[config.mk]
export PLATFORM = sky130hd
export DESIGN_NAME = gtg_post
export DESIGN_NICKNAME = d
export VERILOG_FILES = /design/src/hw/rtl/gtg_pkg.sv /design/src/hw/rtl/gtg_post.sv
export SDC_FILE = /design/constraint.sdc
export NUM_CORES = 2
export LEC_CHECK = 0
export ABC_AREA = 1
export BUFFER_PORTS_ARGS = -buffer_cell sky130_fd_sc_hd__buf_2
export CAP_MARGIN = 20
export CORE_UTILIZATION = 25
export DETAILED_ROUTE_END_ITERATION = 6
export GPL_TIMING_DRIVEN = 1
export PLACE_DENSITY = 0.4
export SLEW_MARGIN = 10
export SYNTH_ARGS = -nofsm -noshare
export SYNTH_HDL_FRONTEND = slang
export SYNTH_SLANG_ARGS = --single-unit
[constraint.sdc]
create_clock -name clk_i -period 7 [get_ports clk_i]
set_input_delay 0.35 -clock clk_i [delete_from_list [all_inputs] [get_ports clk_i]]
set_output_delay 0.35 -clock clk_i [all_outputs]
set_load 0.05 [all_outputs]
[src/hw/rtl/gtg_pkg.sv]
// Shared types and constants for the go-to-goal proportional drive.
// Holds the CORDIC pipeline item, the arctangent table and the register indexes.
// No dependencies.
package gtg_pkg;

  // CORDIC datapath widths: x/y in Q.19, z in Q.28 radians
  localparam int unsigned XW = 28;
  localparam int unsigned ZW = 32;
  localparam int unsigned TABLE_LEN = 24;

  localparam logic signed [ZW-1:0] PI_Q28 = 32'sd843314857;
  // 1/K in Q.30
  localparam logic [29:0] INV_GAIN_Q30 = 30'd652032874;
  // 0.1 in Q5.11 moved to Q.19
  localparam logic [25:0] DIST_MIN_Q19 = 26'd52480;
  // 0.2 in Q3.12 moved to Q.28
  localparam logic [32:0] ANG_MAX_Q28 = 33'd53673984;
  localparam logic [14:0] SPEED_SAT = 15'h7fff;

  // atan(2^-i) in Q.28
  localparam logic signed [ZW-1:0] ATAN_Q28 [TABLE_LEN] = '{
    32'sd210828714, 32'sd124459457, 32'sd65760959, 32'sd33381290,
    32'sd16755422,  32'sd8385879,   32'sd4193963,  32'sd2097109,
    32'sd1048571,   32'sd524287,    32'sd262144,   32'sd131072,
    32'sd65536,     32'sd32768,     32'sd16384,    32'sd8192,
    32'sd4096,      32'sd2048,      32'sd1024,     32'sd512,
    32'sd256,       32'sd128,       32'sd64,       32'sd32
  };

  // Configuration register indexes
  typedef enum logic [2:0] {
    CFG_TARGET_X  = 3'd0,
    CFG_TARGET_Y  = 3'd1,
    CFG_GAIN      = 3'd2,
    CFG_MAX_SPEED = 3'd3
  } cfg_idx_e;

  // One item travelling down the CORDIC chain
  typedef struct packed {
    logic signed [XW-1:0] x;
    logic signed [XW-1:0] y;
    logic signed [ZW-1:0] z;
    logic signed [15:0]   heading;
  } vec_t;

endpackage

[src/hw/rtl/gtg_post.sv]
// Exit cells: scale the magnitude, form the bearing error and pick the command.
// Three register stages. Depends on gtg_pkg.
module gtg_post import gtg_pkg::*; (
  input  logic        clk_i,
  input  logic        rst_ni,
  input  logic        valid_i,
  input  vec_t        vec_i,
  input  logic [15:0] gain_i,
  input  logic [14:0] max_speed_i,
  output logic        done_o,
  output logic [14:0] linear_speed_o,
  output logic [14:0] angular_speed_o
);

  // Stage A signals
  logic [56:0] prod_a;
  logic [33:0] err_a;
  logic [32:0] aerr_a;
  logic [25:0] dist_d, dist_q;
  logic [32:0] aerr_d, aerr_q;
  logic        va_q;

  // Stage B signals
  logic [18:0] ang_rnd;
  logic [14:0] ang_d, ang_q;
  logic [41:0] prod_d, prod_q;
  logic        far_d, far_q, turn_d, turn_q;
  logic        vb_q;

  // Stage C signals
  logic [23:0] lin_rnd;
  logic [22:0] lin_raw;
  logic [14:0] lin_clamp;
  logic [14:0] lin_d, lin_q, angc_d, angc_q;
  logic        vc_q;

  // Stage A: distance = x / K, absolute bearing error
  assign prod_a = 57'(vec_i.x[XW-2:0]) * 57'(INV_GAIN_Q30);
  assign dist_d = prod_a[55:30];
  assign err_a  = {{2{vec_i.z[ZW-1]}}, vec_i.z}
                - {{2{vec_i.heading[15]}}, vec_i.heading, 16'b0};
  assign aerr_a = err_a[33] ? 33'(-err_a) : err_a[32:0];
  assign aerr_d = aerr_a;

  // Stage B: thresholds, angle rounding, gain product
  assign far_d   = dist_q > DIST_MIN_Q19;
  assign turn_d  = aerr_q > ANG_MAX_Q28;
  assign ang_rnd = 19'(aerr_q[32:15]) + 19'd1;
  assign ang_d   = (ang_rnd[18:1] > 18'(SPEED_SAT)) ? SPEED_SAT : ang_rnd[15:1];
  assign prod_d  = 42'(gain_i) * 42'(dist_q);

  // Stage C: round the linear speed, clamp, select by case
  assign lin_rnd   = 24'(prod_q[41:19]) + 24'd1;
  assign lin_raw   = lin_rnd[23:1];
  assign lin_clamp = (lin_raw > 23'(max_speed_i)) ? max_speed_i : lin_raw[14:0];
  assign lin_d     = (far_q && !turn_q) ? lin_clamp : '0;
  assign angc_d    = (far_q && turn_q) ? ang_q : '0;

  // Advance valids
  always_ff @(posedge clk_i or negedge rst_ni) begin
    if (!rst_ni) begin
      va_q <= 1'b0;
      vb_q <= 1'b0;
      vc_q <= 1'b0;
    end else begin
      va_q <= valid_i;
      vb_q <= va_q;
      vc_q <= vb_q;
    end
  end

  // Hold payload
  always_ff @(posedge clk_i) begin
    dist_q <= dist_d;
    aerr_q <= aerr_d;
    far_q  <= far_d;
    turn_q <= turn_d;
    ang_q  <= ang_d;
    prod_q <= prod_d;
    lin_q  <= lin_d;
    angc_q <= angc_d;
  end

  assign done_o          = vc_q;
  assign linear_speed_o  = lin_q;
  assign angular_speed_o = angc_q;

endmodule
==> reports/summary.txt <==
Fin. Hold Viols: 0
fraction of registers with async set/reset: 2.27%
Tmin final: 6240 ps
DR pass1 iterations: 5
DPL Wire Length: 93700 um
Final WS setup: 764 ps
most used cell, CP: fa_1
Register Area: 2660 sq um
Non-Filler Instances: 6400
YS warnings: 0
status: complete, no violations
Mapped Area: 34800 sq um
ys flop type: dfxtp_1
Buffers on Ports: 139
Layout Nets: 5794
count of final setup violators: 0
Slowest Stage Delay on Critical Path: 940 ps
Total Wirelength: 107000 um
Synth Area in XOR/XNOR: 2.24%
drt drc: 0
crit share post-route: 89.1%
mux cell area share after synthesis: 0%
RSZ-0062 raised after global routing: no
largest family of logic cells by synthesized area: adder cells
filler cell count: 15323
row count: 136
Setup CP Type: register to register
Die Footprint: 141000 sq um
initial antenna violation count: 3
CTS Root Cell: clkbuf_16
CP max stage cell: dfxtp_1
Layout Utilization: 27.8%
largest net degree at the start of global routing: 31
Slew @ Worst Pin: 958 ps
CP delay by family, top: adder cells
critical path fanouts, max: 17
vias: 26818
CP endpoint kind: register
Starting DRT DRC Count: 1194
Clock transition at path regs: 70 ps
Max Buffers Root-to-Sink: 2
vias in the first global route: 29416
post-synthesis compound-gate area fraction: 4.31%
CP startpoint kind: register
Die H: 375 um
arrival time worst endpoint: 6590 ps
fmax: 0.160 GHz
Post-synth EDFFs: 0
WL/cell: 16.7 um
# IOs: 169
post-synthesis area per instance: 7.76 sq um
hold_buf cts: 3
Overflow after GRT: 0
cts repair resizes: 0
max_cap viols: 0
Critical Path RT: 7350 ps
Synth Area in Simple Gates: 17.6%
post-synthesis sequential area ratio: 7.63%
Die X: 375 um
#FFs+latches synth: 132
Hold Crit Class: input port to register
RD Place Congestion: 0.871
adder-cell share of the synthesized area: 52.6%
H-tree depth: 4
core area: 138000 sq um
Num CTS Buffers: 17
remaining antenna violation count: 0
global-route wire length before repair: 170000 um
cells after synthesis: 4489
vias per cell: 4.19
Total GRT Usage: 15.7%
Final Max Slew Viols: 0
Setup Fix Bufs, Post-CTS: 0
pre-CTS setup slack: 574 ps
Worst Skew: 30.1 ps
area of the multi-input gates: 26700 sq um
worst rel slew slack: 36.0%
post-synth cell types: 50
Worst Path Buf+Inv: 3
fraction of layout cells with a size suffix above 1: 5.93%
Initial Util: 25.3%
critical path, cell by cell: nand2_1 -> fa_1 -> inv_1 -> fa_1 -> fa_1 -> fa_1 -> fa_1 -> inv_1 -> fa_1 -> inv_1 -> ha_1 -> a21oi_1 -> o21a_1 -> a21boi_0 -> nor2_1 -> nor3_1 -> nand2_1 -> xor2_1
synthesis-to-layout area growth: 10.1%
clock sink count: 132
Mapped Nets: 5692
Clk Latency, worst-skew pair: 500 ps
setup_tns: 0 ps
dpl cells: 6363
CTS tree: done
-- cell type report --
| class | count | area share, % |
|---|---|---|
| well taps | 1794 | 5.85 |
| clock inverters | 15 | 0.473 |
| flip-flops and latches | 132 | 6.93 |
| diodes | 2 | 0.0130 |
| multi-input cells | 2919 | 69.7 |
| clock buffers | 17 | 1.11 |
| repair buffers | 195 | 2.93 |
| inverters | 1326 | 13.0 |
-- cell usage in the layout (no fill, tap or decap), drive strengths merged, types with 3 or more instances in the layout --
cell type       n
buf           192
a21oi         130
nor2          274
o21ai          61
xnor2          20
inv          1333
clkinv          6
nand2         993
o21a            8
a211oi          3
nand4          25
ha            401
dlygate4sd3     3
dfxtp         129
a31oi          15
o21bai         16
fa            664
nor4           17
and2            3
clkbuf         17
a21boi          6
xor2           69
and3            5
nand3b          6
o211ai          4
nand3         131
dfrtp           3
or2            10
a21o           15
nor3           34
-- cells by family after synthesis --
kind of cell,after synthesis
AND/OR/NAND/NOR,1500
buffers and inverters,1438
adder cells (fa/ha/maj),1065
AO/OA/AOI/OAI,265
flip-flops,132
XOR/XNOR,89
-- worst paths after layout --
check | start | endpoint | slack (ps) | cells after the start
setup / recovery | dist_q[22] | prod_q[37] | 760 | 18
hold / removal | vec_i[30] | aerr_q[14] | 60 | 2
setup reg to reg | dist_q[22] | prod_q[37] | 760 | 18
hold reg to reg | vb_q | done_o | 320 | 0
max in group asynchronous | rst_ni | vb_q | 6700 | 2
min in group asynchronous | rst_ni | done_o | 170 | 2
-- cells in the mapped netlist, types with 4 or more instances --
cell | count | share of area [%]
o21a_1 | 8 | 0.17
and3_1 | 5 | 0.090
fa_1 | 664 | 38
nor2_2 | 11 | 0.20
inv_2 | 6 | 0.065
nand3_1 | 129 | 1.9
o21ai_0 | 57 | 0.82
nor3_1 | 30 | 0.43
ha_1 | 401 | 14
nor2_4 | 5 | 0.16
nand4_1 | 24 | 0.43
a21o_1 | 15 | 0.32
o21bai_1 | 16 | 0.34
inv_1 | 1319 | 14
a31oi_1 | 15 | 0.27
a21oi_1 | 130 | 1.9
o211ai_1 | 4 | 0.086
nand3b_1 | 5 | 0.11
nor2_1 | 258 | 2.8
a21boi_0 | 6 | 0.13
nand2_1 | 986 | 11
xnor2_1 | 20 | 0.50
clkbuf_1 | 101 | 1.1
dfxtp_1 | 129 | 7.4
nand2_2 | 7 | 0.13
or2_2 | 10 | 0.18
nor3_2 | 4 | 0.11
xor2_1 | 69 | 1.7
nor4_1 | 17 | 0.31
buf_6 | 5 | 0.16
-- registers in the layout, indices dropped and copies added (netlist names) --
name and cells:
dist_q 26, ang_q 15, done_o 1, vb_q 1
linear_speed_o 15, aerr_q 33, angular_speed_o 15, va_q 1
far_q 1, turn_q 1, prod_q 23
-- per-layer routing --
layer  track usage [%]  wire length, um  vias to the layer above
met4              3.30             1770                        2
met2              27.4            51800                      339
li1                  -                -                    13286
met1              21.2            51000                    13102
met5                 0               11                        -
met3              1.18             2400                       89
-- through the flow --
stage / area [sq um] / hold slack (ps)
after detailed placement: 37700 / 147
after CTS: 38300 / 11.0
after global routing: 38300 / 38.3
final: 38400 / 64.6
after global placement: 37700 / 146
after floorplan: 34800 / 54.4
Power is left out: the tool's default activity adds up to more than one toggle a clock period on the data nets, which glitch-free logic cannot reach.
