`config.mk`:
```
export PLATFORM = sky130hd
export DESIGN_NAME = gtg_cordic_cell
export DESIGN_NICKNAME = d
export VERILOG_FILES = /design/src/hw/rtl/gtg_pkg.sv /design/src/hw/rtl/gtg_cordic_cell.sv
export SDC_FILE = /design/constraint.sdc
export NUM_CORES = 1
export LEC_CHECK = 0
export BUFFER_PORTS_ARGS = -buffer_cell sky130_fd_sc_hd__buf_2
export CORE_MARGIN = 2
export CORE_UTILIZATION = 56
export CTS_BUF_LIST = sky130_fd_sc_hd__clkbuf_2
export DETAILED_ROUTE_END_ITERATION = 12
export HOLD_SLACK_MARGIN = 0.03
export PLACE_DENSITY = 0.84
export SLEW_MARGIN = 20
export SYNTH_ARGS = -nofsm -noshare
export SYNTH_HDL_FRONTEND = slang
export SYNTH_SLANG_ARGS = --single-unit
```
`constraint.sdc`:
```
create_clock -name clk_i -period 0.8 [get_ports clk_i]
set_input_delay 0.08 -clock clk_i [delete_from_list [all_inputs] [get_ports clk_i]]
set_output_delay 0.08 -clock clk_i [all_outputs]
set_load 0.01 [all_outputs]
```
`src/hw/rtl/gtg_pkg.sv`:
```
// Shared types and constants for the go-to-goal proportional drive.
// Holds the CORDIC pipeline item, the arctangent table and the register indexes.
// No dependencies.
package gtg_pkg;

  // CORDIC datapath widths: x/y in Q.19, z in Q.28 radians
  localparam int unsigned XW = 28;
  localparam int unsigned ZW = 32;
  localparam int unsigned TABLE_LEN = 24;

  localparam logic signed [ZW-1:0] PI_Q28 = 32'sd843314857;
  // 1/K in Q.30
  localparam logic [29:0] INV_GAIN_Q30 = 30'd652032874;
  // 0.1 in Q5.11 moved to Q.19
  localparam logic [25:0] DIST_MIN_Q19 = 26'd52480;
  // 0.2 in Q3.12 moved to Q.28
  localparam logic [32:0] ANG_MAX_Q28 = 33'd53673984;
  localparam logic [14:0] SPEED_SAT = 15'h7fff;

  // atan(2^-i) in Q.28
  localparam logic signed [ZW-1:0] ATAN_Q28 [TABLE_LEN] = '{
    32'sd210828714, 32'sd124459457, 32'sd65760959, 32'sd33381290,
    32'sd16755422,  32'sd8385879,   32'sd4193963,  32'sd2097109,
    32'sd1048571,   32'sd524287,    32'sd262144,   32'sd131072,
    32'sd65536,     32'sd32768,     32'sd16384,    32'sd8192,
    32'sd4096,      32'sd2048,      32'sd1024,     32'sd512,
    32'sd256,       32'sd128,       32'sd64,       32'sd32
  };

  // Configuration register indexes
  typedef enum logic [2:0] {
    CFG_TARGET_X  = 3'd0,
    CFG_TARGET_Y  = 3'd1,
    CFG_GAIN      = 3'd2,
    CFG_MAX_SPEED = 3'd3
  } cfg_idx_e;

  // One item travelling down the CORDIC chain
  typedef struct packed {
    logic signed [XW-1:0] x;
    logic signed [XW-1:0] y;
    logic signed [ZW-1:0] z;
    logic signed [15:0]   heading;
  } vec_t;

endpackage

```
`src/hw/rtl/gtg_cordic_cell.sv`:
```
// One vectoring CORDIC micro-rotation with its pipeline register.
// Depends on gtg_pkg.
module gtg_cordic_cell import gtg_pkg::*; #(
  parameter int unsigned Idx = 0
) (
  input  logic clk_i,
  input  logic rst_ni,
  input  logic valid_i,
  input  vec_t vec_i,
  output logic valid_o,
  output vec_t vec_o
);

  localparam logic [4:0] TabIdx = 5'(Idx);

  logic signed [XW-1:0] x_in, y_in, xs, ys;
  logic signed [ZW-1:0] z_in;
  vec_t                 vec_d, vec_q;
  logic                 valid_q;

  assign x_in = vec_i.x;
  assign y_in = vec_i.y;
  assign z_in = vec_i.z;

  // Floor shifts
  assign xs = x_in >>> Idx;
  assign ys = y_in >>> Idx;

  // Rotate toward the x axis, accumulate angle
  always_comb begin
    vec_d.heading = vec_i.heading;
    if (!y_in[XW-1]) begin
      vec_d.x = x_in + ys;
      vec_d.y = y_in - xs;
      vec_d.z = z_in + ATAN_Q28[TabIdx];
    end else begin
      vec_d.x = x_in - ys;
      vec_d.y = y_in + xs;
      vec_d.z = z_in - ATAN_Q28[TabIdx];
    end
  end

  // Advance valid
  always_ff @(posedge clk_i or negedge rst_ni) begin
    if (!rst_ni) begin
      valid_q <= 1'b0;
    end else begin
      valid_q <= valid_i;
    end
  end

  // Hold payload
  always_ff @(posedge clk_i) begin
    vec_q <= vec_d;
  end

  assign valid_o = valid_q;
  assign vec_o   = vec_q;

endmodule

```
==> flow_summary.toml, run 1 <==
[outcome]
status = "stopped before the end"
stop_stage = "4_1_cts"
tool.error = "[ERROR DPL-0033] detailed placement checks failed during check placement."

[place]
portBuffers = 211
dp_slack_ps = -1920
dp_cells = 1681
globalplace.congestion = 0.994
postPlaceCellArea_um2 = 12300
place_hpwl_um = 25000

[die]
die_y_um = 125
io_pins = 212
die_x_um = 125
rows = 44
start_util_pct = 56.8

[synth]
yosysSeqAreaShare_pct = 25.5
synth_async_sr_flop_share_pct = 0.962
syn_nets = 1222
ys_types = 70
synth_edf_count = 0
synth-seq-cells = 104
netlist_area_um2 = 8200
syn_avg_cell_area_um2 = 8.26
ys_warn_count = 0
netlist_instances = 992
synth-main-ff-cell = "dfxtp_1"

[clock_tree]
post_cts_resized = 268
hold_buffers = 50
cts_buffer_depth = 2
cts_made_buffers = 9
cts-root-buf = "clkbuf_2"
cts.sinks = 104
htreeDepth = 3
postCtsSetupBuffers = 48
-- through the flow --
stage	hold slack [ps]	setup TNS [ps]	utilization, %
3_5_place_dp	-143	-117720	85.1
3_3_place_gp	-146	-112950	85.1
2_1_floorplan	-216	-87910	-
-- logic make-up after synthesis --
| family | count (synthesis) | synth area share [%] |
|---|---|---|
| AND/OR/NAND/NOR | 205 | 12.2 |
| AO/OA/AOI/OAI | 334 | 26.7 |
| adder cells (fa/ha/maj) | 123 | 19.1 |
| XOR/XNOR | 82 | 8.76 |
| buffers and inverters | 131 | 6.20 |
| flip-flops | 104 | 25.5 |
| multiplexers | 13 | 1.60 |
-- synth_stat cells (6+ instances only) --
library cell | n | share of area (%)
a21oi_1 | 119 | 7.3
ha_1 | 119 | 18
dfxtp_1 | 103 | 25
inv_1 | 85 | 3.9
xnor2_1 | 67 | 7.2
nor2_1 | 66 | 3.0
o21ai_0 | 51 | 3.1
nand2_1 | 38 | 1.7
a21o_1 | 37 | 3.4
o21bai_1 | 33 | 3.0
clkbuf_1 | 28 | 1.3
nand3_1 | 19 | 1.2
xor2_1 | 15 | 1.6
nand4_1 | 13 | 0.99
mux2i_1 | 12 | 1.5
nand2b_1 | 12 | 0.92
nor3_1 | 12 | 0.73
nor2b_1 | 11 | 0.84
a211oi_1 | 9 | 0.82
nor4_1 | 9 | 0.69
o211ai_1 | 9 | 0.82
buf_1 | 7 | 0.32
o21a_1 | 7 | 0.64
o31ai_1 | 7 | 0.64
or3_1 | 7 | 0.53
a221o_1 | 6 | 0.73
a31oi_1 | 6 | 0.46
==> run 2: changes to the inputs <==
CORE_UTILIZATION = 40   (was 56)
CTS_BUF_LIST = default   (was sky130_fd_sc_hd__clkbuf_2)
HOLD_SLACK_MARGIN = default   (was 0.03)
PLACE_DENSITY = default   (was 0.84)
PLACE_DENSITY_LB_ADDON = 0.15   (was default)
==> run 2 against run 1 <==
The flow now finishes, with violations (setup timing); synthesized cell count unchanged; synthesized area unchanged.
==> flow_summary.toml, run 2 <==
[outcome]
status = "complete, but fails checks"
violations = "setup timing"

[die]
start_util_pct = 40.6
die_y_um = 147
rows = 52
io_pins = 212
core_area_um2 = 20200
die_x_um = 147
dieArea_um2 = 21700

[worst_setup_path]
crit_arrival_ps = 2490
crit_type = "in2reg"
crit_path_max_incr_delay_ps = 440
cp-start-kind = "input port"
end_kind = "flop"
cp_top_family = "compound AO/OA/AOI/OAI gates"
worst-path-buf-inv = 3
cp_max_fo = 3
required_ps = 1050
crit_chain = "buf_8 > inv_6 > ha_4 > nor3b_4 > a211oi_2 > buf_4 > o41a_1 > a21oi_4 > a311oi_2 > a31o_2 > o221ai_4 > a2bb2oi_2 > xor2_1"
cp_slowest_cell = "o41a_1"

[layout]
fin_area_um2 = 15300
largest_register_ffs = 103
final_common_cell = "buf_4"
syn2layout_area_growth_pct = 86.3
final_cell_mix = "buf_4, buf_2, buf_6"
antenna_cells = 0
final_layout_size_suffix_gt1_share_pct = 57.1
nets = 1814
postLayoutCoreUtil_pct = 75.7

[sta]
slew_violations = 0
maxSlewHeadroom_pct = 61.2
fin_crit_sh_pct = 279
hold_violations = 0
setup_viol = 187
tightest_slew_ps = 576
min_period_ps = 2230
fin_ws_ps = -1430
fmax_mhz = 448
rsz0062_at_grt = "true"

[power_and_ir_drop]
p_per_area_nw_per_um2 = 1580
p_leak_uw = 0.00723
ir_worst_vdd_v = 0.00104

[run]
cap_viol_max_count = 0

[synth]
synth_commonest_cells = "a21oi_1, ha_1, dfxtp_1"
synth_edf_count = 0
netlist_instances = 992
ys_warn_count = 0
ys_types = 70
synth_async_sr_flop_share_pct = 0.962
syn_nets = 1222
syn_avg_cell_area_um2 = 8.26
yosysTopAreaCell = "dfxtp_1"
yosys-top-cells-area = "dfxtp_1, ha_1, a21oi_1"
synth-seq-cells = 104
synth_top_area_share_pct = 25.2
netlist_area_um2 = 8200
synth-main-ff-cell = "dfxtp_1"
yosysSeqAreaShare_pct = 25.5

[grt]
grt_use_met1_pct = 35.4
grt_overflow = 0
busiest_layer = "met2"
grt_pass1_wl_um = 47500
met3_usage_pct = 3.26
grt_use_total_pct = 27.3
grt_pass1_vias = 9423
grt_util_met2_pct = 46.7
grt_max_degree = 49
grt_antenna_before_repair = 0

[detailed_routing]
wire_per_inst_um = 17.8
post_drt_via_cell_ratio = 5.20
ant_nets = 0
num_vias = 9674
drc = 0
firstDrtPassIters = 6
drt-initial-drc-count = 603
postRouteWirelength_um = 33000

[place]
globalplace.congestion = 0.950
postPlaceCellArea_um2 = 12400
portBuffers = 211
dp_slack_ps = -1970
place_hpwl_um = 22600

[worst_hold_path]
hold_path.class = "in2reg"
hold-path-cell-count = 3
min-delay-start = "vec_i[47]"
hold_path_end = "vec_o[47]"

[clock_tree]
tritoncts = "done"
cts.sinks = 104
htreeDepth = 3
cts_made_buffers = 9
path_clk_slew_ps = 80
cts-root-buf = "clkbuf_16"
cts_buffer_depth = 2
==> run 2: cell counts after synthesis <==
Identical to the previous run, type by type.
==> run 2: how the worst max path moves through the flow <==
stage               cells after the start      start  slack (ps)          to
floorplan                              10  vec_i[54]       -1670  vec_o[101]
global placement                       13  vec_i[48]       -1940   vec_o[70]
detailed placement                     13  vec_i[48]       -1970   vec_o[70]
CTS                                    10  vec_i[81]       -1410  vec_o[101]
global route                           14  vec_i[80]       -1500   vec_o[75]
finish                                 13  vec_i[49]       -1430  vec_o[101]
==> run 2: stage by stage <==
step	hold WS, ps	setup TNS [ps]	total power [uW]	cells
after floorplan	-216	-87910	11400	992
after global routing	49.7	-99460	25100	1859
final	53.4	-92090	24100	1859
after detailed placement	-144	-115470	16000	1771
after global placement	-146	-114540	15900	1771
after CTS	20.5	-84900	22400	1837
==> run 2: cells by family (layout without fill, tap and decap cells) <==
group	after synthesis	after routing	share of synthesized area (%)
xor gates and xnor gates	82	82	8.76
AOI/OAI and AO/OA	334	334	26.7
buffers and inverters	131	728	6.20
adders and majority gates	123	123	19.1
muxes	13	13	1.60
and+or+nand+nor	205	205	12.2
DFF	104	104	25.5
==> run 2: report_power, final <==
group / leakage (uW) / switching (uW) / internal, uW
Sequential: 0.000881 / 537 / 6390
Clock: 0.000153 / 2470 / 2280
Combinational: 0.00620 / 5810 / 6560
Total: 0.00723 / 8820 / 15200
==> run 2: layout make-up <==
cell class / count / area [um2]
clock buffers: 9 / 225
clock inverters: 7 / 88.8
fillers: 1382 / 4900
inverters: 90 / 389
multi-input cells: 757 / 7080
flip-flops and latches: 104 / 2160
well taps: 270 / 338
repair buffers: 621 / 4970
repair inverters: 1 / 8.76
==> run 2: per-layer routing <==
layer	up-vias	wire, um
met4	0	1000
met1	4536	13900
li1	4706	-
met3	72	1790
met5	-	0
met2	360	16300
==> run 2: repair_timing <==
| action | 4_1_cts | 5_1_grt |
|---|---|---|
| resized for setup | 265 | 197 |
| endpoints found under the setup margin | 186 | 186 |
| pin swaps | 124 | 112 |
| hold buffers | 22 | 0 |
| endpoints found under the hold margin | 22 | 0 |
| setup buffers | 28 | 32 |
| gates cloned | 2 | 0 |
Note: power is estimated with default switching activity, not from simulation.
==> run 3: changes to the inputs <==
--- a/config.mk
+++ b/config.mk
@@ -12,2 +12,3 @@
 export PLACE_DENSITY_LB_ADDON = 0.15
+export SETUP_SLACK_MARGIN = 0.3
 export SLEW_MARGIN = 20
--- a/constraint.sdc
+++ b/constraint.sdc
@@ -3,2 +3,2 @@
 set_output_delay 0.08 -clock clk_i [all_outputs]
-set_load 0.01 [all_outputs]
+set_load 0.005 [all_outputs]
==> run 3 against run 2 <==
The flow finishes with violations (hold timing, setup timing); combinational power decreased by 11%; die area unchanged; total power is 6.9% lower; clock power is 3% lower; critical path depth up 1; final cell count is 0.70% lower; via count shrank 0.49%; non-clock buffer count is 13 lower; global-route usage down 0.52 points; critical path type unchanged.
==> flow_summary.toml, run 3 (synthesis gave the netlist of run 2 again) <==
[layout]
multi_input_area_um2 = 6920
largest_register_ffs = 103
final_common_cell = "buf_4"
syn2layout_area_growth_pct = 79.2
final_cell_mix = "buf_4, buf_2, ha_1"
final_layout_size_suffix_gt1_share_pct = 54.8
nets = 1801
seq_area_um2 = 2140
antenna_cells = 0
n_fill_cell = 1473
postLayoutCoreUtil_pct = 72.8

[die]
rows = 52
die_x_um = 147
core_area_um2 = 20200
start_util_pct = 40.6
dieArea_um2 = 21700
die_y_um = 147
io_pins = 212

[clock_tree]
tritoncts = "done"
hold_buffers = 19
path_clk_slew_ps = 90
cts_buffer_depth = 2
cts-root-buf = "clkbuf_16"
htreeDepth = 3
cts.sinks = 104
cts_made_buffers = 9

[grt]
grt_overflow = 0
grt_util_met2_pct = 47.8
busiest_layer = "met2"
grt_use_met1_pct = 33.1
grt_pass1_vias = 9355
grt_antenna_before_repair = 1
met3_usage_pct = 3.54
grt_max_degree = 41
grt_use_total_pct = 26.7
grt_pass1_wl_um = 46500

[worst_setup_path]
cp-start-kind = "input port"
crit_path_max_incr_delay_ps = 340
required_ps = 1070
end_kind = "flop"
crit_type = "in2reg"
cp_slowest_cell = "a211o_1"
crit_chain = "buf_2 > buf_4 > inv_1 > ha_1 > o21ai_0 > a21oi_1 > o41ai_4 > a21o_1 > or2_2 > o31ai_2 > buf_4 > a31oi_1 > a211o_1 > xor2_1"
crit_arrival_ps = 2510
cp_common_cell = "buf_4"
cp_max_fo = 2

[power_and_ir_drop]
p_per_area_nw_per_um2 = 1520
p_leak_uw = 0.00704
pwr-share-comb_pct = 49.3
p_seq_share_pct = 30.1
ir_worst_vdd_v = 0.000948
p_int_uw = 14400
power_frac_clock_pct = 20.6
p_sw_uw = 8030
switching_share_pct = 35.8

[detailed_routing]
drt-initial-drc-count = 577
drc = 0
wire_per_inst_um = 17.2
postRouteWirelength_um = 31800
ant_nets = 0
post_drt_via_cell_ratio = 5.22
firstDrtPassIters = 6
num_vias = 9627

[place]
portBuffers = 211
globalplace.congestion = 0.948
place_hpwl_um = 22900

[sta]
hold_slack_ps = -84.4
tightest_slew_ps = 540
fin_tns_setup_ps = -85680
fmax_mhz = 446
setup_viol = 185
min_period_ps = 2240
slew_violations = 0
fin_ws_ps = -1440
maxSlewHeadroom_pct = 64.0
fin_crit_sh_pct = 281
hold_violations = 3
rsz0062_at_grt = "true"

[worst_hold_path]
min-delay-start = "vec_i[103]"
hold-path-cell-count = 2
hold_path.class = "in2reg"
hold_path_end = "vec_o[103]"

[outcome]
violations = "hold timing, setup timing"
status = "complete, but fails checks"

[run]
cap_viol_max_count = 0
[run 3: cell count changes in the layout (fill, tap and decap cells not counted), sizes merged]
cell          previous run  this run
dlymetal6s4s             0         1
inv                     91        87
clkinvlp                 0         2
buf                    599       589
dlygate4sd3             22        18
clkinv                   7         9
[run 3: routing by layer]
metal,vias up,routed length [um]
met5,-,11
met4,2,930
met3,69,1810
met2,375,16000
met1,4513,13000
li1,4668,-
[run 3: area by class of cell]
class                      instances  share of cell area [%]
tap                              270                    2.30
clock buffer                       9                    1.53
inverter                          90                    2.72
multi-input combinational        757                    47.1
timing repair inverter             1                  0.0596
sequential                       104                    14.6
clock inverter                     7                   0.537
timing repair buffer             608                    31.1
[run 3: power groups by stage]
stage | sequential [uW] | combinational (uW) | clock, uW
floorplan | 6780 | 4230 | 0
global placement | 6700 | 8700 | 0
detailed placement | 6710 | 8820 | 0
CTS | 6660 | 9870 | 4660
global route | 6810 | 11800 | 4820
finish | 6730 | 11000 | 4620
[run 3: worst max-delay path: cells and delay by family]
kind / cells / cell delay (ps)
AO/OA/AOI/OAI: 7 / 1360
buffers and inverters: 4 / 470
AND/OR/NAND/NOR: 1 / 300
adder cells (fa/ha/maj): 1 / 170
XOR/XNOR: 1 / 140
[run 3: worst max-delay path by stage]
stage	startpoint	endpoint	cells past startpoint
after floorplan	vec_i[54]	vec_o[101]	10
after detailed placement	vec_i[48]	vec_o[70]	13
after CTS	vec_i[55]	vec_o[101]	11
final	vec_i[80]	vec_o[75]	14
after global routing	vec_i[55]	vec_o[103]	13
after global placement	vec_i[48]	vec_o[70]	13
[run 3: what timing repair did]
item                                    in CTS  in global routing
pin swaps                                   91                 89
endpoints found under the setup margin     189                189
hold endpoints to repair                    22                  3
setup buffers                               30                 26
resized for setup                          207                155
cloned                                       1                  0
[run 3: stage by stage]
step / instance area [um2] / power [uW] / setup slack [ps] / cells
floorplan: 8690 / 11000 / -1670 / 992
global placement: 12300 / 15400 / -1920 / 1754
detailed placement: 12300 / 15500 / -1930 / 1754
CTS: 13800 / 21200 / -1460 / 1820
global route: 14700 / 23400 / -1510 / 1846
finish: 14700 / 22400 / -1440 / 1846
==> run 4: changes to the inputs <==
==> constraint.sdc (replaced) <==
create_clock -name clk_i -period 0.8 [get_ports clk_i]
set_input_delay 0 -clock clk_i [delete_from_list [all_inputs] [get_ports clk_i]]
set_output_delay 0 -clock clk_i [all_outputs]
set_load 0.005 [all_outputs]
==> run 4 against run 3 <==
The flow still finishes with violations (hold timing, setup timing); routed wire length rose by 3.8%; total power is 3.8% higher; sequential share of layout area shrank 0.44 points; utilization increased by 2.4 points; first-iteration DRC count rose by 16%; critical path type unchanged; worst setup slack improved by 110 ps; die area stayed put; critical path depth decreased by 2; largest cell class unchanged.
==> flow_summary.toml, run 4 (synthesis gave the netlist of run 2 again) <==
[clock_tree]
htreeDepth = 3
path_clk_slew_ps = 90
cts.sinks = 104
tritoncts = "done"
cts_buffer_depth = 2
cts_made_buffers = 9
hold_buffers = 19
cts-root-buf = "clkbuf_16"

[die]
start_util_pct = 40.6
core_area_um2 = 20200
die_y_um = 147
io_pins = 212
rows = 52
dieArea_um2 = 21700
die_x_um = 147

[sta]
setup_viol = 110
hold_violations = 7
tightest_slew_ps = 563
rsz0062_at_grt = "true"
min_period_ps = 2130
hold_slack_ps = -155
fmax_mhz = 470
fin_ws_ps = -1330
slew_violations = 0
maxSlewHeadroom_pct = 62.1
fin_crit_sh_pct = 266

[detailed_routing]
drt-initial-drc-count = 671
highest_layer = "met4"
wire_per_inst_um = 17.6
post_drt_via_cell_ratio = 5.24
wl_met3_um = 1720
met1Wirelength_um = 13900
postRouteWirelength_um = 33000
drc = 0
met2_length_um = 16200
num_vias = 9839
ant_nets = 0
firstDrtPassIters = 5

[worst_hold_path]
hold_path_end = "vec_o[103]"
hold_path.class = "in2reg"
min-delay-start = "vec_i[103]"
hold-path-cell-count = 2

[layout]
final_cell_mix = "buf_4, buf_2, buf_6"
n_fill_cell = 1414
multi_input_area_um2 = 7060
seq_area_um2 = 2150
final_layout_size_suffix_gt1_share_pct = 56.1
final_common_cell = "buf_4"
antenna_cells = 0
nets = 1831
stdcell_count = 1876
syn2layout_area_growth_pct = 85.1
largest_register_ffs = 103

[place]
portBuffers = 211
dp_cells = 1767
place_hpwl_um = 22600
globalplace.congestion = 0.930

[worst_setup_path]
cp-start-kind = "input port"
crit_type = "in2reg"
crit_arrival_ps = 2380
cp_max_fo = 3
worstSetupStartpoint = "vec_i[53]"
end_kind = "flop"
crit_chain = "buf_8 > inv_4 > ha_4 > or4_4 > o21bai_1 > and3_4 > a21oi_4 > a311oi_2 > a31o_2 > o221ai_4 > a2bb2oi_2 > xor2_1"
cp_slowest_cell = "or4_4"
cp_top_family = "compound AO/OA/AOI/OAI gates"
required_ps = 1050
crit_path_max_incr_delay_ps = 540
worst-path-buf-inv = 2

[run]
cap_viol_max_count = 0

[grt]
grt_overflow = 0
grt_use_total_pct = 27.6
grt_antenna_before_repair = 0
grt_pass1_vias = 9535
grt_pass1_wl_um = 48300
grt_max_degree = 47

[power_and_ir_drop]
p_per_area_nw_per_um2 = 1530
p_leak_uw = 0.00725
ir_worst_vdd_v = 0.00101

[outcome]
status = "complete, but fails checks"
violations = "hold timing, setup timing"
## run 4: area by class of cell
type,count,share of cell area [%]
timing repair inverter,1,0.0742
timing repair buffer,638,32.4
tap,270,2.23
clock inverter,7,0.553
multi-input combinational,757,46.5
sequential,104,14.1
clock buffer,9,1.48
inverter,90,2.56
## run 4: worst max-delay path by stage
stage / cells after the start / to
2_1_floorplan: 10 / vec_o[101]
3_3_place_gp: 13 / vec_o[70]
3_5_place_dp: 13 / vec_o[70]
4_1_cts: 10 / vec_o[101]
5_1_grt: 13 / vec_o[96]
6_report: 12 / vec_o[101]
## run 4: what timing repair did
action	4_1_cts	5_1_grt
pin swaps	122	100
buffers inserted	40	32
cloned	1	1
hold endpoints to repair	26	8
gates resized for setup	242	163
endpoints found under the setup margin	189	188
## run 4: per-layer routing
layer | global-route usage, % | up-vias
met5 | 0 | -
met4 | 9.42 | 0
met2 | 48.4 | 392
met1 | 35.6 | 4647
met3 | 2.52 | 79
li1 | - | 4721
## run 4: per-stage QoR
stage / total power [uW] / setup slack, ps / TNS, ps / util [%] / cell area [um2]
floorplan: 11000 / -1590 / -81270 / - / 8680
global placement: 15500 / -1850 / -109240 / 61.3 / 12400
detailed placement: 15600 / -1880 / -110910 / 61.3 / 12400
CTS: 21700 / -1370 / -67160 / 70.3 / 14200
global route: 24300 / -1420 / -79150 / 75.2 / 15200
finish: 23200 / -1330 / -73460 / 75.2 / 15200
## run 4: power breakdown
group          internal [uW]  total [uW]  switching, uW  leakage [uW]
logic                   6300       11700           5430       0.00622
registers               6360        6810            447      0.000881
clock network           2250        4700           2450      0.000150
total                  14900       23200           8330       0.00725
