--- config.mk ---
export PLATFORM = sky130hd
export DESIGN_NAME = gtg_prep
export DESIGN_NICKNAME = d
export VERILOG_FILES = /design/src/hw/rtl/gtg_pkg.sv /design/src/hw/rtl/gtg_prep.sv
export SDC_FILE = /design/constraint.sdc
export NUM_CORES = 1
export LEC_CHECK = 0
export ABC_CLOCK_PERIOD_IN_PS = 1200
export BUFFER_PORTS_ARGS = -buffer_cell sky130_fd_sc_hd__buf_2
export CAP_MARGIN = 15
export CORE_MARGIN = 4
export CORE_UTILIZATION = 45
export CTS_BUF_LIST = sky130_fd_sc_hd__clkbuf_4 sky130_fd_sc_hd__clkbuf_8
export CTS_CLUSTER_DIAMETER = 120
export DETAILED_ROUTE_END_ITERATION = 10
export PLACE_DENSITY = 0.83
export SKIP_LAST_GASP = 1
export SLEW_MARGIN = 30
export SYNTH_ARGS = -nofsm -noshare
export SYNTH_HDL_FRONTEND = slang
export SYNTH_SLANG_ARGS = --single-unit
--- constraint.sdc ---
create_clock -name clk_i -period 1.2 [get_ports clk_i]
set_input_delay 0.24 -clock clk_i [delete_from_list [all_inputs] [get_ports clk_i]]
set_output_delay 0.24 -clock clk_i [all_outputs]
set_load 0.02 [all_outputs]
--- src/hw/rtl/gtg_pkg.sv ---
// Shared types and constants for the go-to-goal proportional drive.
// Holds the CORDIC pipeline item, the arctangent table and the register indexes.
// No dependencies.
package gtg_pkg;

  // CORDIC datapath widths: x/y in Q.19, z in Q.28 radians
  localparam int unsigned XW = 28;
  localparam int unsigned ZW = 32;
  localparam int unsigned TABLE_LEN = 24;

  localparam logic signed [ZW-1:0] PI_Q28 = 32'sd843314857;
  // 1/K in Q.30
  localparam logic [29:0] INV_GAIN_Q30 = 30'd652032874;
  // 0.1 in Q5.11 moved to Q.19
  localparam logic [25:0] DIST_MIN_Q19 = 26'd52480;
  // 0.2 in Q3.12 moved to Q.28
  localparam logic [32:0] ANG_MAX_Q28 = 33'd53673984;
  localparam logic [14:0] SPEED_SAT = 15'h7fff;

  // atan(2^-i) in Q.28
  localparam logic signed [ZW-1:0] ATAN_Q28 [TABLE_LEN] = '{
    32'sd210828714, 32'sd124459457, 32'sd65760959, 32'sd33381290,
    32'sd16755422,  32'sd8385879,   32'sd4193963,  32'sd2097109,
    32'sd1048571,   32'sd524287,    32'sd262144,   32'sd131072,
    32'sd65536,     32'sd32768,     32'sd16384,    32'sd8192,
    32'sd4096,      32'sd2048,      32'sd1024,     32'sd512,
    32'sd256,       32'sd128,       32'sd64,       32'sd32
  };

  // Configuration register indexes
  typedef enum logic [2:0] {
    CFG_TARGET_X  = 3'd0,
    CFG_TARGET_Y  = 3'd1,
    CFG_GAIN      = 3'd2,
    CFG_MAX_SPEED = 3'd3
  } cfg_idx_e;

  // One item travelling down the CORDIC chain
  typedef struct packed {
    logic signed [XW-1:0] x;
    logic signed [XW-1:0] y;
    logic signed [ZW-1:0] z;
    logic signed [15:0]   heading;
  } vec_t;

endpackage

--- src/hw/rtl/gtg_prep.sv ---
// Entry cell: forms the goal offset and folds it into the right half plane.
// Depends on gtg_pkg.
module gtg_prep import gtg_pkg::*; (
  input  logic               clk_i,
  input  logic               rst_ni,
  input  logic               valid_i,
  input  logic signed [15:0] target_x_i,
  input  logic signed [15:0] target_y_i,
  input  logic signed [15:0] pos_x_i,
  input  logic signed [15:0] pos_y_i,
  input  logic signed [15:0] heading_i,
  output logic               valid_o,
  output vec_t               vec_o
);

  logic [16:0]          dx, dy;
  logic signed [XW-1:0] x_s, y_s;
  vec_t                 vec_d, vec_q;
  logic                 valid_q;

  // Exact 17-bit differences
  assign dx = {target_x_i[15], target_x_i} - {pos_x_i[15], pos_x_i};
  assign dy = {target_y_i[15], target_y_i} - {pos_y_i[15], pos_y_i};

  // Add guard bits
  assign x_s = $signed({{3{dx[16]}}, dx, 8'b0});
  assign y_s = $signed({{3{dy[16]}}, dy, 8'b0});

  // Negate a left-pointing vector and preload the angle with +/- pi
  always_comb begin
    vec_d.heading = heading_i;
    if (dx[16]) begin
      vec_d.x = -x_s;
      vec_d.y = -y_s;
      vec_d.z = dy[16] ? -PI_Q28 : PI_Q28;
    end else begin
      vec_d.x = x_s;
      vec_d.y = y_s;
      vec_d.z = '0;
    end
  end

  // Advance valid
  always_ff @(posedge clk_i or negedge rst_ni) begin
    if (!rst_ni) begin
      valid_q <= 1'b0;
    end else begin
      valid_q <= valid_i;
    end
  end

  // Hold payload
  always_ff @(posedge clk_i) begin
    vec_q <= vec_d;
  end

  assign valid_o = valid_q;
  assign vec_o   = vec_q;

endmodule

==> results of run 1 <==
## layer usage
| layer | vias up | GRT usage, % |
|---|---|---|
| met1 | 2258 | 25.59 |
| li1 | 2294 | - |
| met2 | 207 | 45.10 |
| met4 | 0 | 10.31 |
| met5 | - | 0 |
| met3 | 42 | 5.559 |
## registers in the layout (all words and copies together) (netlist names)
register,cells
valid_o,1
vec_o,59
## power groups by stage
stage | sequential [mW] | clock (mW) | combinational (mW)
2_1_floorplan | 3.17 | 0 | 2.09
3_3_place_gp | 2.63 | 0 | 3.99
3_5_place_dp | 2.64 | 0 | 4.10
4_1_cts | 2.60 | 2.10 | 4.50
5_1_grt | 2.62 | 2.20 | 5.32
6_report | 2.59 | 2.08 | 4.99
## worst min-delay path: stages
cell and delay [ps]:
buf_6 70, ha_4 130, inv_1 30
## metrics by stage
stage | cells | hold WS [ps]
2_1_floorplan | 515 | -55.59
3_3_place_gp | 858 | 14.48
3_5_place_dp | 858 | 15.91
4_1_cts | 904 | 182.7
5_1_grt | 921 | 171.3
6_report | 921 | 184.1
## layout make-up
| class | instances | share of cell area [%] |
|---|---|---|
| Sequential cell | 60 | 16.51 |
| Multi-Input combinational cell | 352 | 44.02 |
| Clock buffer | 9 | 1.685 |
| Inverter | 46 | 2.723 |
| Clock inverter | 7 | 1.345 |
| Tap cell | 111 | 1.889 |
| Timing Repair Buffer | 336 | 31.83 |
## cell usage after synthesis (all sizes together), types with 2 or more instances
master and instances:
nand2 23, o21a 6, o211ai 7, nor2 34, inv 46, nor3 7, a211o 2, fa 2
mux2i 5, and3 5, nor2b 2, o221ai 4, nand2b 5, a31oi 14, buf 53, dfxtp 59
xor2 14, o21ai 20, a21oi 39, o2111ai 3, o22ai 3, nor4 3, ha 34, and4 4
or2 5, nand4 6, o31ai 4, a21o 11, nand3 11, nand3b 2, or3 6, clkbuf 4
a211oi 4, and2 5, xnor2 30
## timing repair
action / CTS / global route
hold buffers: 18 / 0
buffers inserted: 11 / 18
gates cloned: 1 / 1
gates resized for setup: 60 / 85
pin swaps: 33 / 37
setup endpoints to repair: 69 / 69
endpoints found under the hold margin: 18 / 0
## cell families (layout without fill, tap and decap cells)
logic type | after synthesis | count (layout)
xor gates and xnor gates | 44 | 44
muxes | 5 | 5
and+or+nand+nor | 119 | 119
adders and majority gates | 36 | 36
buffers and inverters | 103 | 398
DFF | 60 | 60
AOI/OAI and AO/OA | 129 | 129
other | 1 | 19
## path summary, 6_finish.rpt
check	slack, ps	start	depth (start not counted)	end
worst min-delay path	180	pos_y_i[0]	3	vec_o[56]
max in group asynchronous	920	rst_ni	2	valid_o
worst max-delay path	-1050	target_y_i[0]	12	vec_o[73]
min in group asynchronous	190	rst_ni	2	valid_o
==> metrics.md, run 1 <==
| Metric | Value |
|---|---|
| Fmax | `0.4435 GHz` |
| Final worst-path cycle share | `187.9%` |
| Main synth FF type | `dfxtp_1` |
| Crit path max-delay cell type | `fa_2` |
| Fillers | `562` |
| Asr flop ratio synth | `1.667%` |
| Clk slew on worst S/H paths | `70 ps` |
| Site Rows | `35` |
| Combinational family with the most area after synthesis | `compound AO/OA/AOI/OAI gates` |
| CTS tree | `yes` |
| FF+latch count, synth | `60` |
| Root buffer cell | `clkbuf_8` |
| Switch share | `38.92%` |
| RSZ-0062 raised after global routing | `yes` |
| WP data required | `1440 ps` |
| Area grow syn2layout | `73.71%` |
| Util after Layout | `79.93%` |
| Core area | `9196 um^2` |
| Antenna viol nets, final | `0` |
| CP Capture Type | `register` |
| Vias in the first global route | `4841` |
| Status | `complete, but fails checks` |
| Commonest non-fill, non-tap cell in the layout | `buf_2` |
| Syn Area/Cell | `8.514 um^2` |
| Ys Warns | `0` |
| NetSw | `3.759 mW` |
| PwrDens | `1314 nW/um^2` |
| Final Net Count | `924` |
| CP Launch Type | `input port` |
| I/O pin count | `188` |
| Sequential power share | `26.8%` |
| Global-route wire length before repair | `21.91 mm` |
| Most frequent cells in the layout | `buf_2, buf_4, dfxtp_1, inv_1` |
| Met3 wire len | `799 um` |
| Met2 WL | `7.624 mm` |
| CTS Sinks | `60` |
| XOR/XNOR Fraction of Synth Area | `9.284%` |
| Hpwl dp | `10.21 mm` |
| Max-Cap Viols | `0` |
| Horiz. Die Dim | `105.0 um` |
| WL/cell | `15.65 um` |
| Simple-gate share of the synthesized area | `14.61%` |
| GPL Wtd Cong | `0.9582` |
| Crit path buffers/inverters | `2` |
| Post-synthesis sequential area ratio | `28.50%` |
| Clk buf depth | `2` |
| Number of port buffers | `171` |
| Failing checks | `setup timing` |
| Final setup vio count | `63` |
| Mapped Cells | `497` |
| FF/Latch Area | `1214 um^2` |
| P_leak | `3.609 nW` |
| Final hold vios | `0` |
| Die area | `11020 um^2` |
| DRC Markers | `0` |
| Comb pwr share | `51.7%` |
| Starting density of the core | `46.01%` |
| Worst slack at placement | `-1535 ps` |
| HP Class | `input port to register` |
| Final TNS setup | `-38030 ps` |
| Top-area cell type share of the netlist area | `27.91%` |
| Synth Area in Compound Gates | `21.67%` |
| Largest net degree at the start of global routing | `17` |
| CP peak stage delay | `340 ps` |
| Slew Limit Fails | `0` |
| Initial antenna violation count | `0` |
| Pint | `5.900 mW` |
| WL met1 | `5.521 mm` |
| CP delay by family, top | `compound AO/OA/AOI/OAI gates` |
| DR vias/cell | `5.213` |
| DR vias | `4801` |
| Crit path top cell by count | `a21oi_4` |
| Total GRT Usage | `24.09%` |
| Final instance area | `7351 um^2` |
| Arr. time, crit path | `2490 ps` |
| Layout cell share with drive strength beyond 1 | `55.93%` |
| Multi-input logic area | `3236 um^2` |
| Total grt overflow | `0` |
| Crit Path Class | `input port to register` |
| Ant. Diodes | `0` |
| Top cells by area, synth | `dfxtp_1, ha_1, buf_4, xnor2_1, a21oi_1` |
| DRT iter0 DRCs | `172` |
| Die height | `105.0 um` |
| Drt first pass iters | `4` |
| Synth Area in Adders | `11.00%` |
| Setup WS post-layout | `-1055 ps` |
| Clk pwr share | `21.5%` |
| Post-synthesis mux area share | `1.183%` |
| Placed inst area | `6042 um^2` |
| DR top layer | `met4` |
| Num CTS Buffers | `9` |
| WL final | `14.41 mm` |
| Final Power | `9.659 mW` |
| Post-Syn Area | `4232 um^2` |
| Yosys top cell by area | `dfxtp_1` |
| VDD IR-drop max | `0.0007344 V` |
| EDFF count, synth | `0` |
| Critical path, cell by cell | `buf_8 > inv_12 > ha_4 > fa_2 > nand2b_4 > a21oi_4 > a21oi_4 > xnor2_2 > a32oi_2 > a211oi_4 > nand4_1 > a21o_1` |
| Final Critical Period | `2255 ps` |
| CTS H-tree lvls | `3` |
| Critical-path maximum fanout | `6` |
| Netlist cell types | `66` |
Power figures use the tool's default switching activity.
==> run 2, diff against run 1 <==
--- a/config.mk
+++ b/config.mk
@@ -9,11 +9,11 @@
 export BUFFER_PORTS_ARGS = -buffer_cell sky130_fd_sc_hd__buf_2
 export CAP_MARGIN = 15
 export CORE_MARGIN = 4
-export CORE_UTILIZATION = 45
+export CORE_UTILIZATION = 49
 export CTS_BUF_LIST = sky130_fd_sc_hd__clkbuf_4 sky130_fd_sc_hd__clkbuf_8
 export CTS_CLUSTER_DIAMETER = 120
 export DETAILED_ROUTE_END_ITERATION = 10
-export PLACE_DENSITY = 0.83
+export PLACE_DENSITY = 0.89
 export SKIP_LAST_GASP = 1
 export SLEW_MARGIN = 30
 export SYNTH_ARGS = -nofsm -noshare
==> metrics.md, run 2 (synthesis results as in run 1) <==
| Metric | Value |
|---|---|
| Status | `complete, but fails checks (unchanged)` |
| Failing checks | `setup timing (unchanged)` |
| Crit Path Class | `input port to register (unchanged)` |
| Core area | `8299 um^2 (was 9196 um^2)` |
| HP Class | `input port to register (unchanged)` |
| Final Net Count | `928 (was 924)` |
| Worst slack at placement | `-1579 ps (was -1535 ps)` |
| Initial antenna violation count | `0 (unchanged)` |
| Slew HR | `63.86%` |
| PwrDens | `1292 nW/um^2 (was 1314 nW/um^2)` |
| WP data required | `1430 ps (was 1440 ps)` |
| Hpwl dp | `10.58 mm (was 10.21 mm)` |
| Final setup vio count | `38 (was 63)` |
| Layout cell share with drive strength beyond 1 | `54.42% (was 55.93%)` |
| Largest net degree at the start of global routing | `17 (unchanged)` |
| Total GRT Usage | `25.52% (was 24.09%)` |
| CTS H-tree lvls | `3 (unchanged)` |
| Global-route wire length before repair | `21.05 mm (was 21.91 mm)` |
| Slew Limit Fails | `0 (unchanged)` |
| GPL Wtd Cong | `0.9046 (was 0.9582)` |
| DR vias | `4827 (was 4801)` |
| Ant. Diodes | `0 (unchanged)` |
| WL final | `14.65 mm (was 14.41 mm)` |
| Vias in the first global route | `4768 (was 4841)` |
| CP Capture Type | `register (unchanged)` |
| Area grow syn2layout | `68.15% (was 73.71%)` |
| FF/Latch Area | `1214 um^2 (unchanged)` |
| Clk buf depth | `2 (unchanged)` |
| Final Critical Period | `2308 ps (was 2255 ps)` |
| Drt first pass iters | `4 (unchanged)` |
| Commonest non-fill, non-tap cell in the layout | `buf_2 (unchanged)` |
| Multi-input logic area | `3087 um^2 (was 3236 um^2)` |
| Final worst-path cycle share | `192.3% (was 187.9%)` |
| P_leak | `3.541 nW (was 3.609 nW)` |
| Starting density of the core | `50.99% (was 46.01%)` |
| DR vias/cell | `5.252 (was 5.213)` |
| Arr. time, crit path | `2540 ps (was 2490 ps)` |
| Clk slew on worst S/H paths | `70 ps (about the same)` |
| Number of port buffers | `171 (unchanged)` |
| Total grt overflow | `0 (unchanged)` |
| DRC Markers | `0 (unchanged)` |
| Final instance area | `7116 um^2 (was 7351 um^2)` |
| Util after Layout | `85.74% (was 79.93%)` |
| Setup WS post-layout | `-1108 ps (was -1055 ps)` |
| Fillers | `459 (was 562)` |
| Max reg flops | `59 (unchanged)` |
| Critical-path maximum fanout | `6 (unchanged)` |
| Num CTS Buffers | `9 (unchanged)` |
| Die area | `10190 um^2 (was 11020 um^2)` |
| CP Launch Type | `input port (unchanged)` |
| I/O pin count | `188 (unchanged)` |
| Site Rows | `33 (was 35)` |
| CTS Sinks | `60 (unchanged)` |
| Max-Cap Viols | `0 (unchanged)` |
| CTS tree | `yes (unchanged)` |
| Horiz. Die Dim | `100.9 um (was 105.0 um)` |
| Most frequent cells in the layout | `buf_2, buf_4, dfxtp_1, inv_1, nor2_1 (was buf_2, buf_4, dfxtp_1, inv_1)` |
| Final hold vios | `0 (unchanged)` |
| Placed inst area | `6110 um^2 (was 6042 um^2)` |
| Slew @ Worst Pin | `540.3 ps` |
| RSZ-0062 raised after global routing | `yes (unchanged)` |
| VDD IR-drop max | `0.001108 V (was 0.0007344 V)` |
| Min Hold Slack | `19.14 ps (was 184.1 ps)` |
| Antenna viol nets, final | `0 (unchanged)` |
| Root buffer cell | `clkbuf_8 (unchanged)` |
| WL/cell | `15.94 um (was 15.65 um)` |
| DRT iter0 DRCs | `135 (was 172)` |
| Fmax | `0.4334 GHz (was 0.4435 GHz)` |
| Die height | `100.9 um (was 105.0 um)` |
run 2: changes by cell type in the layout (fill, tap and decap cells not counted), sizes merged:
cell and change:
dlygate4sd3 -1, clkinvlp +1, buf +6, clkbuf -1
bufinv -1
run 2: stage by stage:
stage	cells	power [mW]	setup TNS, ps
after floorplan	515	5.264	-36390
after global placement	862	6.628	-49450
after detailed placement	862	6.772	-52140
after CTS	909	8.928	-35780
after global routing	919	9.640	-40030
final	919	9.191	-37500
run 2: repair_timing:
| item | CTS | global route |
|---|---|---|
| setup endpoints to repair | 69 | 44 |
| cloned | 1 | 0 |
| hold endpoints to repair | 16 | 1 |
| hold buffers | 16 | 1 |
| pin swaps | 35 | 40 |
| setup buffers | 14 | 10 |
| resized for setup | 41 | 49 |
run 2: area by class of cell:
| type | count | area share, % |
|---|---|---|
| clock inverters | 7 | 1.073 |
| well taps | 105 | 1.846 |
| multi-input cells | 352 | 43.38 |
| clock buffers | 9 | 1.741 |
| repair buffers | 340 | 32.09 |
| flip-flops and latches | 60 | 17.06 |
| inverters | 46 | 2.813 |
run 2: final timing paths:
path                          startpoint         to  slack [ps]  cells after the start
worst max-delay path       target_y_i[0]  vec_o[73]       -1110                     12
worst min-delay path             valid_i    valid_o          20                      1
max in group asynchronous         rst_ni    valid_o         890                      2
min in group asynchronous         rst_ni    valid_o         230                      2
run 2: worst max-delay path, cell delays in order:
cell and delay (ps):
buf_12 90, inv_12 30, ha_4 140, fa_2 350, nand2b_4 160, a21oi_4 250, a21oi_4 130, xnor2_2 200
a32oi_2 170, a211oi_4 400, nand4_1 190, a21o_1 180
run 2: layer usage:
layer	vias up	global-route usage [%]	part of all wire (%)
li1	2310	-	-
met1	2227	25.65	35
met2	239	50.94	54
met3	51	5.329	7.5
met4	0	8.793	3.4
met5	-	0	0
run 2: power by group:
group	internal [mW]	switching [mW]	leakage (nW)
clock network	0.968	0.892	0.0958
registers	2.43	0.165	0.510
logic	2.13	2.60	2.94
==> run 3, diff against run 2 <==
--- a/config.mk
+++ b/config.mk
@@ -5,15 +5,16 @@
 export SDC_FILE = /design/constraint.sdc
 export NUM_CORES = 1
 export LEC_CHECK = 0
+export ABC_AREA = 1
 export ABC_CLOCK_PERIOD_IN_PS = 1200
 export BUFFER_PORTS_ARGS = -buffer_cell sky130_fd_sc_hd__buf_2
 export CAP_MARGIN = 15
 export CORE_MARGIN = 4
-export CORE_UTILIZATION = 49
+export CORE_UTILIZATION = 51
 export CTS_BUF_LIST = sky130_fd_sc_hd__clkbuf_4 sky130_fd_sc_hd__clkbuf_8
 export CTS_CLUSTER_DIAMETER = 120
 export DETAILED_ROUTE_END_ITERATION = 10
-export PLACE_DENSITY = 0.89
+export PLACE_DENSITY = 0.9
 export SKIP_LAST_GASP = 1
 export SLEW_MARGIN = 30
 export SYNTH_ARGS = -nofsm -noshare
==> metrics.md, run 3 <==
| Metric | Value |
|---|---|
| Root buffer cell | `clkbuf_8 (unchanged)` |
| Initial antenna violation count | `0 (unchanged)` |
| Antenna viol nets, final | `0 (unchanged)` |
| Final setup vio count | `67 (was 38)` |
| Largest net degree at the start of global routing | `17 (unchanged)` |
| P_leak | `4.299 nW (was 3.541 nW)` |
| Global-route wire length before repair | `22.79 mm (was 21.05 mm)` |
| Final Critical Period | `2043 ps (was 2308 ps)` |
| Crit Path Class | `input port to register (unchanged)` |
| Failing checks | `setup timing (unchanged)` |
| I/O pin count | `188 (unchanged)` |
| HP Start | `heading_i[12] (was valid_i)` |
| Slew HR | `66.55% (was 63.86%)` |
| CP Launch Type | `input port (unchanged)` |
| CTS Sinks | `60 (unchanged)` |
| PwrDens | `1377 nW/um^2 (was 1292 nW/um^2)` |
| Critical-path maximum fanout | `3 (was 6)` |
| Ant. Diodes | `0 (unchanged)` |
| Post-Syn Area | `4688 um^2 (was 4232 um^2)` |
| VDD IR-drop max | `0.001173 V (was 0.001108 V)` |
| Util after Layout | `86.06% (was 85.74%)` |
| Final hold vios | `0 (unchanged)` |
| Netlist cell types | `36 (was 66)` |
| Top-area cell type share of the netlist area | `25.19% (was 27.91%)` |
| Final worst-path cycle share | `170.3% (was 192.3%)` |
| Post-synthesis sequential area ratio | `25.73% (was 28.50%)` |
| Clk slew on worst S/H paths | `70 ps (about the same)` |
| Vias in the first global route | `5049 (was 4768)` |
| Hpwl dp | `10.59 mm (was 10.58 mm)` |
| Fillers | `472 (was 459)` |
| CP Capture Type | `register (unchanged)` |
| Min Hold Slack | `6.261 ps (was 19.14 ps)` |
| Asr flop ratio synth | `1.667% (unchanged)` |
| Hold Path Depth | `1 (unchanged)` |
| DRT iter0 DRCs | `319 (was 135)` |
| CTS tree | `yes (unchanged)` |
| Synth cell count leaders | `nand2_1, inv_1, dfxtp_1, buf_4, nand3_1 (was dfxtp_1, inv_1, buf_4, a21oi_1, ha_1)` |
| Most common cell in the netlist | `nand2_1 (was dfxtp_1)` |
| Die area | `10790 um^2 (was 10190 um^2)` |
| Commonest non-fill, non-tap cell in the layout | `nand2_1 (was buf_2)` |
| Starting density of the core | `52.98% (was 50.99%)` |
| Core area | `8848 um^2 (was 8299 um^2)` |
| NetSw | `4.338 mW (was 3.653 mW)` |
| Final Net Count | `1130 (was 928)` |
| Hold endpoint | `vec_o[12] (was valid_o)` |
| Sequential power share | `25.2% (was 28.3%)` |
| WL/cell | `14.84 um (was 15.94 um)` |
| Slew @ Worst Pin | `498.1 ps (was 540.3 ps)` |
| WP data required | `1420 ps (was 1430 ps)` |
| Die height | `103.9 um (was 100.9 um)` |
| Clk buf depth | `2 (unchanged)` |
| EDFF count, synth | `0 (unchanged)` |
| Max-Cap Viols | `0 (unchanged)` |
| Pint | `6.147 mW (was 5.538 mW)` |
| DR vias/cell | `5.023 (was 5.252)` |
| Mapped Cells | `711 (was 497)` |
| Syn Area/Cell | `6.594 um^2 (was 8.514 um^2)` |
| RSZ-0062 raised after global routing | `yes (unchanged)` |
| Main synth FF type | `dfxtp_1 (unchanged)` |
| Arr. time, crit path | `2270 ps (was 2540 ps)` |
| Fmax | `0.4894 GHz (was 0.4334 GHz)` |
| GPL Wtd Cong | `0.8921 (was 0.9046)` |
| CTS H-tree lvls | `3 (unchanged)` |
| Num CTS Buffers | `9 (unchanged)` |
| Comb pwr share | `54.0% (was 51.5%)` |
| Total GRT Usage | `25.07% (was 25.52%)` |
| WL final | `16.68 mm (was 14.65 mm)` |
| Switch share | `41.37% (was 39.75%)` |
| Total grt overflow | `0 (unchanged)` |
| Number of port buffers | `171 (unchanged)` |
| Setup WS post-layout | `-843.1 ps (was -1108 ps)` |
| Yosys top cell by area | `dfxtp_1 (unchanged)` |
| Site Rows | `34 (was 33)` |
| DRC Markers | `0 (unchanged)` |
| Slew Limit Fails | `0 (unchanged)` |
| Layout cell share with drive strength beyond 1 | `47.34% (was 54.42%)` |
| Area grow syn2layout | `62.42% (was 68.15%)` |
| Drt first pass iters | `5 (was 4)` |
| Status | `complete, but fails checks (unchanged)` |
| Horiz. Die Dim | `103.9 um (was 100.9 um)` |
| Max reg flops | `59 (unchanged)` |
| FF+latch count, synth | `60 (unchanged)` |
| Top cells by area, synth | `dfxtp_1, nand2_1, inv_1, ha_1, buf_4 (was dfxtp_1, ha_1, buf_4, xnor2_1, a21oi_1)` |
| DR vias | `5646 (was 4827)` |
| Most frequent cells in the layout | `nand2_1, buf_2, buf_4, inv_1, dfxtp_1 (was buf_2, buf_4, dfxtp_1, inv_1, nor2_1)` |
| Clk pwr share | `20.8% (was 20.2%)` |
| Ys Warns | `0 (unchanged)` |
| HP Class | `input port to register (unchanged)` |
## run 3: layout make-up
type | instances | area, um^2 | share of cell area [%]
multi-input cells | 484 | 3314 | 43.53
repair buffers | 318 | 2175 | 28.56
flip-flops and latches | 60 | 1214 | 15.94
inverters | 138 | 545.5 | 7.164
clock buffers | 12 | 158.9 | 2.087
well taps | 108 | 135.1 | 1.775
clock inverters | 4 | 72.57 | 0.9530
## run 3: timing repair
action / 4_1_cts / 5_1_grt
pin swaps: 29 / 47
setup endpoints to repair: 69 / 69
cloned: 2 / 0
resized for setup: 57 / 118
hold endpoints to repair: 1 / 3
hold buffers: 1 / 3
buffers inserted: 24 / 12
## run 3: critical path, stage by stage
cell	delay, ps
buf_8	90
inv_8	30
ha_4	160
fa_2	380
buf_4	160
xnor2_2	180
nor2_2	150
nand3_2	130
nor2_4	130
nand3_4	90
nor2_4	110
nand3_2	70
nand2_2	100
xor2_1	180
inv_1	60
## run 3: routing by layer
metal | track usage, % | share of wire (%)
met5 | 0 | 0
met4 | 8.357 | 4.5
met3 | 5.090 | 7.7
met2 | 46.05 | 52
met1 | 28.86 | 36
## run 3: stage by stage
stage	setup slack (ps)	area, um^2	TNS, ps	power (mW)	instances
floorplan	-857.7	4900	-27190	5.620	729
CTS	-754.9	7059	-24490	9.674	1112
global placement	-1127	6376	-37840	7.040	1072
detailed placement	-1192	6376	-40440	7.140	1072
global route	-942.0	7615	-31920	10.99	1124
finish	-843.1	7615	-28880	10.48	1124
## run 3: worst max-delay path by stage
stage | from | slack [ps] | to | depth (start not counted)
global placement | target_x_i[0] | -1130 | vec_o[96] | 15
finish | target_x_i[0] | -840 | vec_o[96] | 15
global route | pos_x_i[2] | -940 | vec_o[96] | 15
CTS | target_x_i[0] | -750 | vec_o[99] | 16
floorplan | target_x_i[0] | -860 | vec_o[96] | 14
detailed placement | target_x_i[0] | -1190 | vec_o[96] | 15
## run 3: cell families (layout without fill, tap and decap cells)
logic type | Yosys count | after routing | synth area share (%)
simple gates | 370 | 371 | 36.38
fa+ha+maj | 36 | 36 | 9.928
compound gates | 31 | 31 | 3.630
buf+inv | 186 | 472 | 18.90
xor+xnor | 27 | 27 | 5.364
other cells | 1 | 19 | 0.07999
flops | 60 | 60 | 25.73
## run 3: power by group through the flow
stage	combinational [mW]	sequential (mW)	clock [mW]
after floorplan	2.38	3.24	0
after global placement	4.35	2.69	0
after detailed placement	4.46	2.68	0
after CTS	4.87	2.65	2.14
after global routing	6.05	2.68	2.25
final	5.66	2.65	2.18
